$ cat src/rtl/cdbd_pkg.sv
package cdbd_pkg;

  localparam int MAX_WIDTH_DEF = 2048;
  localparam int DIM_W         = 12;
  localparam int CFG_AW        = 4;
  localparam int CFG_DW        = 32;

  localparam logic [1:0]       COLOR_BLUE = 2'd0;
  localparam logic [1:0]       COLOR_RED  = 2'd2;

  localparam logic             ACT_PIXEL = 1'b0;
  localparam logic             ACT_DRAIN = 1'b1;

  localparam logic [1:0]       ENEMY_COLOR_RST  = COLOR_BLUE;
  localparam logic [7:0]       DIFF_LEVEL_RST   = 8'd100;
  localparam logic [DIM_W-1:0] FRAME_WIDTH_RST  = 12'd640;
  localparam logic [DIM_W-1:0] FRAME_HEIGHT_RST = 12'd480;

  typedef enum logic [1:0] {
    REG_ENEMY_COLOR  = 2'd0,
    REG_DIFF_LEVEL   = 2'd1,
    REG_FRAME_WIDTH  = 2'd2,
    REG_FRAME_HEIGHT = 2'd3
  } cfg_reg_e_t;

  typedef struct packed {
    logic [1:0]       enemy_color;
    logic [7:0]       diff_level;
    logic [DIM_W-1:0] frame_width;
    logic [DIM_W-1:0] frame_height;
  } cfg_t;

  typedef struct packed {
    logic       action;
    logic [7:0] blue;
    logic [7:0] red;
  } in_item_t;

  typedef struct packed {
    logic mask;
    logic last;
  } out_item_t;

  function automatic logic classify(input logic [1:0] enemy_color,
                                    input logic [7:0] threshold,
                                    input logic [7:0] blue,
                                    input logic [7:0] red);
    logic signed [8:0] r_minus_b;
    logic signed [8:0] b_minus_r;
    logic signed [8:0] thr;
    logic              hit;
    r_minus_b = $signed({1'b0, red}) - $signed({1'b0, blue});
    b_minus_r = $signed({1'b0, blue}) - $signed({1'b0, red});
    thr       = $signed({1'b0, threshold});
    case (enemy_color)
      COLOR_RED:  hit = (r_minus_b > thr);
      COLOR_BLUE: hit = (b_minus_r > thr);
      default:    hit = 1'b0;
    endcase
    return hit;
  endfunction

endpackage

$ cat src/rtl/cdbd_cfg.sv
module cdbd_cfg (
  input  logic                          clk,
  input  logic                          rst_n,
  input  logic                          cfg_psel,
  input  logic                          cfg_penable,
  input  logic                          cfg_pwrite,
  input  logic [cdbd_pkg::CFG_AW-1:0]   cfg_paddr,
  input  logic [cdbd_pkg::CFG_DW-1:0]   cfg_pwdata,
  output logic [cdbd_pkg::CFG_DW-1:0]   cfg_prdata,
  output logic                          cfg_pready,
  output cdbd_pkg::cfg_t                cfg,
  output cdbd_pkg::cfg_t                cfg_nxt
);

  cdbd_pkg::cfg_t       cfg_r;
  cdbd_pkg::cfg_reg_e_t reg_idx;
  logic                 wr_en;

  assign reg_idx    = cdbd_pkg::cfg_reg_e_t'(cfg_paddr[cdbd_pkg::CFG_AW-1:2]);
  assign wr_en      = cfg_psel && cfg_penable && cfg_pwrite;
  assign cfg_pready = 1'b1;
  assign cfg        = cfg_r;

  always_comb begin
    cfg_nxt = cfg_r;
    if (wr_en) begin
      unique case (reg_idx)
        cdbd_pkg::REG_ENEMY_COLOR: cfg_nxt.enemy_color = cfg_pwdata[1:0];
        cdbd_pkg::REG_DIFF_LEVEL:  cfg_nxt.diff_level  = cfg_pwdata[7:0];
        cdbd_pkg::REG_FRAME_WIDTH:
          cfg_nxt.frame_width = cfg_pwdata[cdbd_pkg::DIM_W-1:0];
        cdbd_pkg::REG_FRAME_HEIGHT:
          cfg_nxt.frame_height = cfg_pwdata[cdbd_pkg::DIM_W-1:0];
        default: cfg_nxt = cfg_r;
      endcase
    end
  end

  always_comb begin
    unique case (reg_idx)
      cdbd_pkg::REG_ENEMY_COLOR:  cfg_prdata = cdbd_pkg::CFG_DW'(cfg_r.enemy_color);
      cdbd_pkg::REG_DIFF_LEVEL:   cfg_prdata = cdbd_pkg::CFG_DW'(cfg_r.diff_level);
      cdbd_pkg::REG_FRAME_WIDTH:  cfg_prdata = cdbd_pkg::CFG_DW'(cfg_r.frame_width);
      cdbd_pkg::REG_FRAME_HEIGHT: cfg_prdata = cdbd_pkg::CFG_DW'(cfg_r.frame_height);
      default:                    cfg_prdata = '0;
    endcase
  end

  always_ff @(posedge clk) begin
    if (!rst_n) begin
      cfg_r.enemy_color  <= cdbd_pkg::ENEMY_COLOR_RST;
      cfg_r.diff_level   <= cdbd_pkg::DIFF_LEVEL_RST;
      cfg_r.frame_width  <= cdbd_pkg::FRAME_WIDTH_RST;
      cfg_r.frame_height <= cdbd_pkg::FRAME_HEIGHT_RST;
    end else begin
      cfg_r <= cfg_nxt;
    end
  end

endmodule

$ cat config.mk
export PLATFORM = sky130hd
export DESIGN_NAME = cdbd_cfg
export DESIGN_NICKNAME = d
export VERILOG_FILES = /design/src/rtl/cdbd_pkg.sv /design/src/rtl/cdbd_cfg.sv
export SDC_FILE = /design/constraint.sdc
export NUM_CORES = 1
export LEC_CHECK = 0
export BUFFER_PORTS_ARGS = -buffer_cell sky130_fd_sc_hd__buf_2
export CAP_MARGIN = 5
export CELL_PAD_IN_SITES_DETAIL_PLACEMENT = 2
export CELL_PAD_IN_SITES_GLOBAL_PLACEMENT = 2
export CORE_MARGIN = 3
export CORE_UTILIZATION = 20
export DETAILED_ROUTE_END_ITERATION = 10
export GPL_ROUTABILITY_DRIVEN = 0
export PLACE_DENSITY = 0.82
export SLEW_MARGIN = 20
export SYNTH_ARGS = -nofsm -noshare
export SYNTH_HDL_FRONTEND = slang
export SYNTH_SLANG_ARGS = --single-unit
$ cat constraint.sdc
create_clock -name clk -period 1.3 [get_ports clk]
set_clock_uncertainty 0.05 [all_clocks]
set_input_delay 0.13 -clock clk [delete_from_list [all_inputs] [get_ports clk]]
set_output_delay 0.13 -clock clk [all_outputs]
set_load 0.005 [all_outputs]
==> results.json, run 1 <==
{
  "core-area_um2": 10400,
  "drtIter0Drc": 53,
  "dr.pass1.iters": 4,
  "worstRegToRegCells": 3,
  "diodes": 0,
  "ir_drop_uv": 434,
  "grt_max_degree": 51,
  "status": "complete, but fails checks",
  "numCtsBuffers": 5,
  "die_x_um": 110,
  "io_pins": 142,
  "worst_slack_ps": -148,
  "hp-start": "cfg_pwdata[6]",
  "grt_overflow_total": 0,
  "cts-htree-levels": 2,
  "start_util": 0.208,
  "antenna_found_initial": 0,
  "maxCapViolations": 0,
  "async_flop_share": 0,
  "grt_pass1_vias": 2431,
  "arrival_ps": 1270,
  "fin_util": 0.362,
  "io_buffers": 98,
  "r2r_slack_ps": 450,
  "grt_pass1_wl_um": 13800,
  "clk_pin_slew_worst_paths_ps": 70,
  "clk_latency_ps": 280,
  "fin_crit_sh": 1.11,
  "cp-end-kind": "output pin",
  "cp.required_ps": 1120,
  "worstHoldPathType": "input pin to register",
  "hold_viol_final": 0,
  "synth_area_um2": 2160,
  "synth_cells": 225,
  "wl_per_cell_um": 18.0,
  "drtAntennaViolNets": 0,
  "track_usage": 0.151,
  "area_growth_pct": 74.2,
  "clock-sinks": 34,
  "crit_type": "input pin to output pin",
  "layout.nets": 422,
  "viasPerCell": 4.33,
  "fill_cells": 1150,
  "cts-root-buf": "clkbuf_8",
  "violations": "setup timing",
  "synthFlopType": "dfxtp_1",
  "cp_max_fo": 7,
  "whs_path_depth": 3,
  "die_h_um": 110,
  "wirelength_um": 9340,
  "yosys_warnings": 0,
  "ys_types": 26,
  "max-clock-path-buffers": 2,
  "p_per_area_nw_per_um2": 627,
  "whs_endpoint": "cfg[18]",
  "place_hpwl_um": 6290,
  "syn_avg_cell_area_um2": 9.62,
  "synth-seq-cells": 34,
  "cts_tree": "built",
  "slew_violations": 0,
  "num_vias": 2241,
  "drc": 0,
  "finalCriticalPeriod_ps": 1450,
  "fmax_mhz": 691,
  "finalSetupViolCount": 39,
  "fin_setup_tns_ps": -2670,
  "yosysSeqAreaShare": 0.314,
  "critPathLaunchType": "input pin",
  "drive_above_1_share": 0.636,
  "largest_reg_flops": 34,
  "cts_hold_buf": 0,
  "synth-edff-count": 0,
  "row_count": 37,
  "reg2reg_to": "cfg[8]",
  "r2r-start": "cfg[8]",
  "grt_setup_unrepaired": "true",
  "cellLeakagePower_nw": 1.87,
  "die-area_um2": 12100
}
## layout make-up
type	instances	area (µm²)	share of cell area
multi-input cells	170	1450	0.384
inverters	3	16.3	0.00431
clock inverters	1	5.00	0.00133
flip-flops and latches	34	706	0.187
well taps	136	170	0.0451
repair buffers	167	1340	0.355
clock buffers	7	86.3	0.0229
## critical path, cell delays in order
cell,delay [ps]
buf_8,90
nand3_4,80
or3_4,390
buf_12,170
mux2_4,300
buf_6,110
## stage by stage
| step | instance area, µm² | setup slack [ps] | cells | total power, mW | hold slack (ps) |
|---|---|---|---|---|---|
| after floorplan | 2270 | -103 | 244 | 1.32 | 219 |
| after global placement | 2930 | -301 | 473 | 1.44 | 350 |
| after detailed placement | 2930 | -333 | 473 | 1.46 | 377 |
| after CTS | 3670 | -150 | 510 | 2.38 | 68.3 |
| after global routing | 3770 | -172 | 518 | 2.47 | 77.2 |
| final | 3770 | -148 | 518 | 2.36 | 79.0 |
## where the power goes
part | internal, mW | switching [mW]
clock | 0.428 | 0.382
combinational | 0.256 | 0.230
sequential | 1.06 | 0.0116
## worst max-delay path by stage
stage                       startpoint             to  slack [ps]  cells after the start
after global routing        cfg_pwrite    cfg_nxt[31]        -170                      6
after CTS                 cfg_paddr[2]    cfg_nxt[31]        -150                      6
after global placement    cfg_paddr[2]  cfg_prdata[6]        -300                      6
after floorplan           cfg_paddr[2]    cfg_nxt[30]        -100                      6
after detailed placement  cfg_paddr[2]  cfg_prdata[3]        -330                      6
final                       cfg_pwrite    cfg_nxt[31]        -150                      6
## kinds of logic (layout without fill, tap and decap cells)
kind of cell / Yosys count / in the layout / synth area share
multiplexers: 75 / 75 / 0.383
AND/OR/NAND/NOR: 60 / 60 / 0.130
buffers and inverters: 40 / 178 / 0.122
flip-flops: 34 / 34 / 0.314
AO/OA/AOI/OAI: 14 / 14 / 0.0468
other: 2 / 21 / 0.00347
## routing by layer
layer	up-vias	part of all wire	global-route usage
li1	1043	-	-
met1	1126	0.40	0.169
met5	-	0	0
met2	66	0.55	0.298
met4	0	0.012	0.0383
met3	6	0.039	0.0186
## cells in the final DEF, fill, tap and decap left out
| master | count |
|---|---|
| o211ai_1 | 1 |
| buf_8 | 7 |
| buf_4 | 55 |
| dfxtp_1 | 14 |
| or2_4 | 1 |
| a22o_1 | 6 |
| nor2b_1 | 15 |
| or3_4 | 1 |
| clkinv_2 | 1 |
| clkbuf_8 | 6 |
| mux4_2 | 2 |
| nand3_4 | 1 |
| o31ai_1 | 1 |
| mux2_2 | 9 |
| o21ai_2 | 1 |
| nand4_4 | 1 |
| buf_2 | 63 |
| buf_16 | 1 |
| conb_1 | 21 |
| buf_12 | 2 |
| buf_6 | 39 |
| dfxtp_2 | 20 |
| mux2_4 | 28 |
| clkbuf_1 | 1 |
| nor2_4 | 3 |
| nand2_1 | 37 |
| inv_1 | 2 |
| o21ai_0 | 1 |
| inv_6 | 1 |
| nor3_2 | 1 |
| mux2i_1 | 36 |
| o311ai_0 | 1 |
| o21ai_1 | 3 |
## synth_stat cells (all sizes together) (2+ instances only)
cell | number | area [µm²]
mux2i | 36 | 360
clkbuf | 7 | 26.3
mux2 | 37 | 424
conb | 2 | 7.51
buf | 30 | 224
nor2b | 15 | 93.8
o21ai | 5 | 25.0
nor2 | 3 | 13.8
mux4 | 2 | 45.0
inv | 3 | 13.8
a22o | 6 | 52.6
dfxtp | 34 | 681
nand2 | 37 | 139
## repair_timing
action	4_1_cts	5_1_grt
cloned	1	0
pin swaps	5	3
gates resized for setup	106	12
setup buffers	28	8
setup endpoints to repair	41	42
Note: power is estimated with default switching activity, not from simulation.
==> inputs of run 2 (changes only) <==
--- a/config.mk
+++ b/config.mk
@@ -10,10 +10,10 @@
 export CELL_PAD_IN_SITES_DETAIL_PLACEMENT = 2
 export CELL_PAD_IN_SITES_GLOBAL_PLACEMENT = 2
 export CORE_MARGIN = 3
-export CORE_UTILIZATION = 20
+export CORE_UTILIZATION = 23
 export DETAILED_ROUTE_END_ITERATION = 10
 export GPL_ROUTABILITY_DRIVEN = 0
-export PLACE_DENSITY = 0.82
+export PLACE_DENSITY = 0.88
 export SLEW_MARGIN = 20
 export SYNTH_ARGS = -nofsm -noshare
 export SYNTH_HDL_FRONTEND = slang
==> constraint.sdc (replaced) <==
create_clock -name clk -period 1.4 [get_ports clk]
set_clock_uncertainty 0.05 [all_clocks]
set_input_delay 0.14 -clock clk [delete_from_list [all_inputs] [get_ports clk]]
set_output_delay 0.14 -clock clk [all_outputs]
set_load 0.005 [all_outputs]
==> run 2 against run 1 <==
  * The run still ends with setup timing left
  * Clock power rose by 12%
  * Hold slack got worse by 4.9 ps
  * Die area fell by 12%
  * Cell count fell by 5.6%
  * Final area fell by 3.2%
  * Count of clock-buffer cells in the layout did not move
  * Critical path depth did not move
  * Non-clock buffer count fell by 1
  * Wire length fell by 0.18%
  * Via count fell by 1.2%
  * First-iteration DRC count fell by 43%
  * Critical path type unchanged
  * Critical endpoint is now cfg_nxt[27]
  * Largest cell class unchanged
  * Largest power group unchanged
  * Highest routed layer unchanged
==> results.json, run 2 (same netlist as run 1, synthesis figures left out) <==
{
  "status": "complete, but fails checks",
  "violations": "setup timing",
  "cts_tree": "built",
  "p_per_area_nw_per_um2": 641,
  "drive_above_1_share": 0.630,
  "crit_path_frequent_cell": "buf_6",
  "layout.nets": 421,
  "fin_crit_sh": 1.03,
  "path_cells": "buf_6 -> inv_4 -> or3_4 -> buf_8 -> mux2_4 -> buf_6",
  "numCtsBuffers": 5,
  "finalCriticalPeriod_ps": 1450,
  "fill_cells": 982,
  "area_growth_pct": 68.6,
  "clock-sinks": 34,
  "dr.pass1.iters": 4,
  "clk_latency_ps": 280,
  "hold_viol_final": 0,
  "wl_per_cell_um": 19.1,
  "grt_pass1_vias": 2337,
  "viasPerCell": 4.53,
  "cts_hold_buf": 0,
  "ir_drop_uv": 425,
  "cp-end-kind": "output pin",
  "grt_setup_unrepaired": "true",
  "die-area_um2": 10600,
  "crit_type": "input pin to output pin",
  "diodes": 0,
  "layout_commonest_cell": "buf_2",
  "grt_overflow_total": 0,
  "critPathLaunchType": "input pin",
  "place_hpwl_um": 6090,
  "max-clock-path-buffers": 2,
  "dp_slack_ps": -135,
  "worstHoldPathType": "input pin to register",
  "io_pins": 142,
  "drc": 0,
  "io_buffers": 98,
  "whs_path_depth": 3,
  "fmax_mhz": 691,
  "final_cell_mix": "buf_2 (77), buf_4 (54), nand2_1 (37)",
  "drtAntennaViolNets": 0,
  "antenna_found_initial": 0,
  "grt_pass1_wl_um": 13100,
  "die_x_um": 103,
  "die_h_um": 103,
  "slew_violations": 0,
  "start_util": 0.242,
  "num_vias": 2214,
  "worst_slack_ps": -48.2,
  "worstRegToRegCells": 3,
  "maxCapViolations": 0,
  "grt_max_degree": 33,
  "cellLeakagePower_nw": 1.84,
  "cts-root-buf": "clkbuf_8",
  "track_usage": 0.163,
  "cp.required_ps": 1210,
  "largest_reg_flops": 34,
  "whs_ps": 74.0,
  "max_stage_delay_ps": 390,
  "cp_max_fo": 7,
  "critPathSlowestCell": "or3_4",
  "core-area_um2": 8930,
  "cts-htree-levels": 2,
  "arrival_ps": 1260,
  "drtIter0Drc": 30,
  "wirelength_um": 9320,
  "clk_pin_slew_worst_paths_ps": 70,
  "finalSetupViolCount": 10,
  "row_count": 34
}
run 2: cell count changes in the layout (fill, tap and decap cells not counted), moves of 2 or more:
cell,delta
buf_6,-15
buf_2,+14
buf_12,+3
dfxtp_2,-3
mux2_2,+3
mux2_4,-3
dfxtp_1,+2
o21ai_1,-2
run 2: area by class of cell:
class                   count  area (µm²)  area share
clock buffers               7        76.3      0.0209
multi-input cells         170        1440       0.394
well taps                 108         135      0.0370
repair buffers            166        1250       0.343
flip-flops and latches     34         706       0.193
inverters                   3        13.8     0.00377
clock inverters             1        30.0     0.00823
run 2: critical path, delay by kind of cell:
| family | cells | cell delay, ps |
|---|---|---|
| muxes | 1 | 310 |
| buffers and inverters | 4 | 410 |
| and+or+nand+nor | 1 | 390 |
run 2: final timing paths:
check | from | endpoint | slack, ps
worst max-delay path | cfg_paddr[2] | cfg_nxt[27] | -50
worst max register to register | cfg[7] | cfg[7] | 570
worst min-delay path | cfg_pwdata[9] | cfg[9] | 70
worst min register to register | cfg[4] | cfg[4] | 430
run 2: stage by stage:
stage / instances / util / area, µm² / total power, mW / setup TNS (ps)
2_1_floorplan: 244 / - / 2260 / 1.23 / 0
3_3_place_gp: 440 / 0.321 / 2870 / 1.34 / -3140
3_5_place_dp: 440 / 0.321 / 2870 / 1.35 / -3810
4_1_cts: 466 / 0.374 / 3340 / 2.33 / -726
5_1_grt: 489 / 0.409 / 3650 / 2.46 / -998
6_report: 489 / 0.409 / 3650 / 2.34 / -175
run 2: per-layer routing:
layer,global-route usage,share of wire
met1,0.185,0.39
met2,0.309,0.56
met3,0.0203,0.036
met4,0.0568,0.015
met5,0,0
run 2: power by group:
| part | leakage, nW | switching (mW) | internal, mW |
|---|---|---|---|
| Clock | 0.0524 | 0.376 | 0.533 |
| Sequential | 0.280 | 0.0113 | 0.979 |
| Combinational | 1.51 | 0.212 | 0.228 |
| Total | 1.84 | 0.600 | 1.74 |
run 2: what timing repair did:
action                                  in CTS  in global routing
endpoints found under the setup margin      41                 41
setup buffers                               17                 23
gates cloned                                 1                  0
pin swaps                                    6                  3
resized for setup                           65                 37
==> inputs of run 3 (changes only) <==
==> constraint.sdc (replaced) <==
create_clock -name clk -period 1.5 [get_ports clk]
set_clock_uncertainty 0.05 [all_clocks]
set_input_delay 0.15 -clock clk [delete_from_list [all_inputs] [get_ports clk]]
set_output_delay 0.15 -clock clk [all_outputs]
set_load 0.005 [all_outputs]
==> run 3 against run 2 <==
  * Wire length shrank 16%
  * Critical path type unchanged
  * First-iteration DRC count grew 20%
  * Die area is the same
  * Largest cell class unchanged
  * Cell count shrank 7.6%
  * The flow now finishes without violations
  * Non-clock buffer count shrank 36
  * Critical endpoint is now cfg_nxt[31]
==> results.json, run 3 (same netlist as run 1, synthesis figures left out) <==
{
  "antenna_found_initial": 0,
  "diodes": 0,
  "cellLeakagePower_nw": 1.57,
  "drtAntennaViolNets": 0,
  "cts-root-buf": "clkbuf_8",
  "start_util": 0.242,
  "wl_per_cell_um": 17.3,
  "drc": 0,
  "dp_slack_ps": -94.2,
  "r2r_slack_ps": 730,
  "cts_tree": "built",
  "numCtsBuffers": 5,
  "die-area_um2": 10600,
  "largest_reg_flops": 34,
  "status": "finished clean",
  "clock-sinks": 34,
  "crit_type": "input pin to output pin",
  "maxCapViolations": 0,
  "fmax_mhz": 675,
  "io_pins": 142,
  "row_count": 34,
  "finalSetupViolCount": 0,
  "num_vias": 2020,
  "cp_max_fo": 6,
  "track_usage": 0.148,
  "grt_setup_unrepaired": "true",
  "clk_latency_ps": 280,
  "drtIter0Drc": 36,
  "dp.cells": 440,
  "grt_max_degree": 33,
  "worst_slack_ps": 19.2,
  "final_cell_mix": "buf_2 (91), nand2_1 (37), mux2i_1 (36)",
  "finalNonFillerCells": 452,
  "dr.pass1.iters": 4,
  "whs_ps": 107,
  "hold_viol_final": 0,
  "clk_pin_slew_worst_paths_ps": 70,
  "arrival_ps": 1280,
  "finalCriticalPeriod_ps": 1480,
  "layout.nets": 385,
  "path_cells": "buf_8 -> nand3_4 -> or3_4 -> buf_12 -> mux2_4 -> buf_6",
  "slew_violations": 0,
  "max-clock-path-buffers": 2,
  "critPathSlowestCell": "or3_4",
  "max_stage_delay_ps": 370,
  "ir_drop_uv": 306,
  "p_per_area_nw_per_um2": 608,
  "layout_commonest_cell": "buf_2",
  "place_hpwl_um": 5890,
  "grt_pass1_wl_um": 12000,
  "die_h_um": 103,
  "grt_overflow_total": 0,
  "cp-end-kind": "output pin",
  "critPathLaunchType": "input pin",
  "grt_pass1_vias": 2168,
  "cp.required_ps": 1300,
  "worstHoldPathType": "input pin to register",
  "area_growth_pct": 43.7,
  "wirelength_um": 7820,
  "fin_crit_sh": 0.987,
  "die_x_um": 103,
  "drive_above_1_share": 0.532,
  "core-area_um2": 8930,
  "fill_cells": 1028,
  "io_buffers": 98,
  "cts-htree-levels": 2,
  "viasPerCell": 4.47
}
==> run 3: final timing paths <==
path	start	endpoint	cells past startpoint
worst max-delay path	cfg_penable	cfg_nxt[31]	6
worst min-delay path	cfg_pwdata[8]	cfg[20]	3
worst max register to register	cfg[21]	cfg[21]	2
worst min register to register	cfg[15]	cfg[15]	2
==> run 3: timing repair <==
item                                    in CTS  in global routing
pin swaps                                    2                  1
setup buffers                                4                  0
gates resized for setup                     16                  7
hold buffers                                 0                  0
cloned                                       1                  0
endpoints found under the setup margin      29                 20
==> run 3: final cells by class <==
class | count | area, µm² | area share
Clock buffer | 7 | 76.3 | 0.0245
Inverter | 3 | 13.8 | 0.00442
Multi-Input combinational cell | 170 | 1340 | 0.429
Sequential cell | 34 | 682 | 0.219
Tap cell | 108 | 135 | 0.0434
Timing Repair Buffer | 130 | 868 | 0.279
==> run 3: worst max-delay path: cells and delay by family <==
family        cells  cell delay (ps)
mux               1              310
simple gates      2              450
buf+inv           3              370
==> run 3: power breakdown <==
part | total [mW] | leakage, nW | internal (mW) | switching, mW
sequential | 0.927 | 0.274 | 0.915 | 0.0121
clock | 0.629 | 0.0383 | 0.319 | 0.309
combinational | 0.336 | 1.25 | 0.164 | 0.172
==> run 3: per-stage QoR <==
stage / cell area (µm²) / power (mW) / util / TNS (ps)
2_1_floorplan: 2240 / 1.14 / - / 0
3_3_place_gp: 2870 / 1.24 / 0.321 / -858
3_5_place_dp: 2870 / 1.26 / 0.321 / -1200
4_1_cts: 3080 / 1.92 / 0.345 / -7.85
5_1_grt: 3110 / 2.01 / 0.348 / -8.74
6_report: 3110 / 1.89 / 0.348 / 0
==> run 3: routing by layer <==
metal  vias to the layer above  global-route usage  part of all wire
li1                        968                   -                 -
met4                         0              0.0249            0.0061
met5                         -                   0                 0
met2                        70               0.266              0.52
met3                         6              0.0332             0.058
met1                       976               0.182              0.42
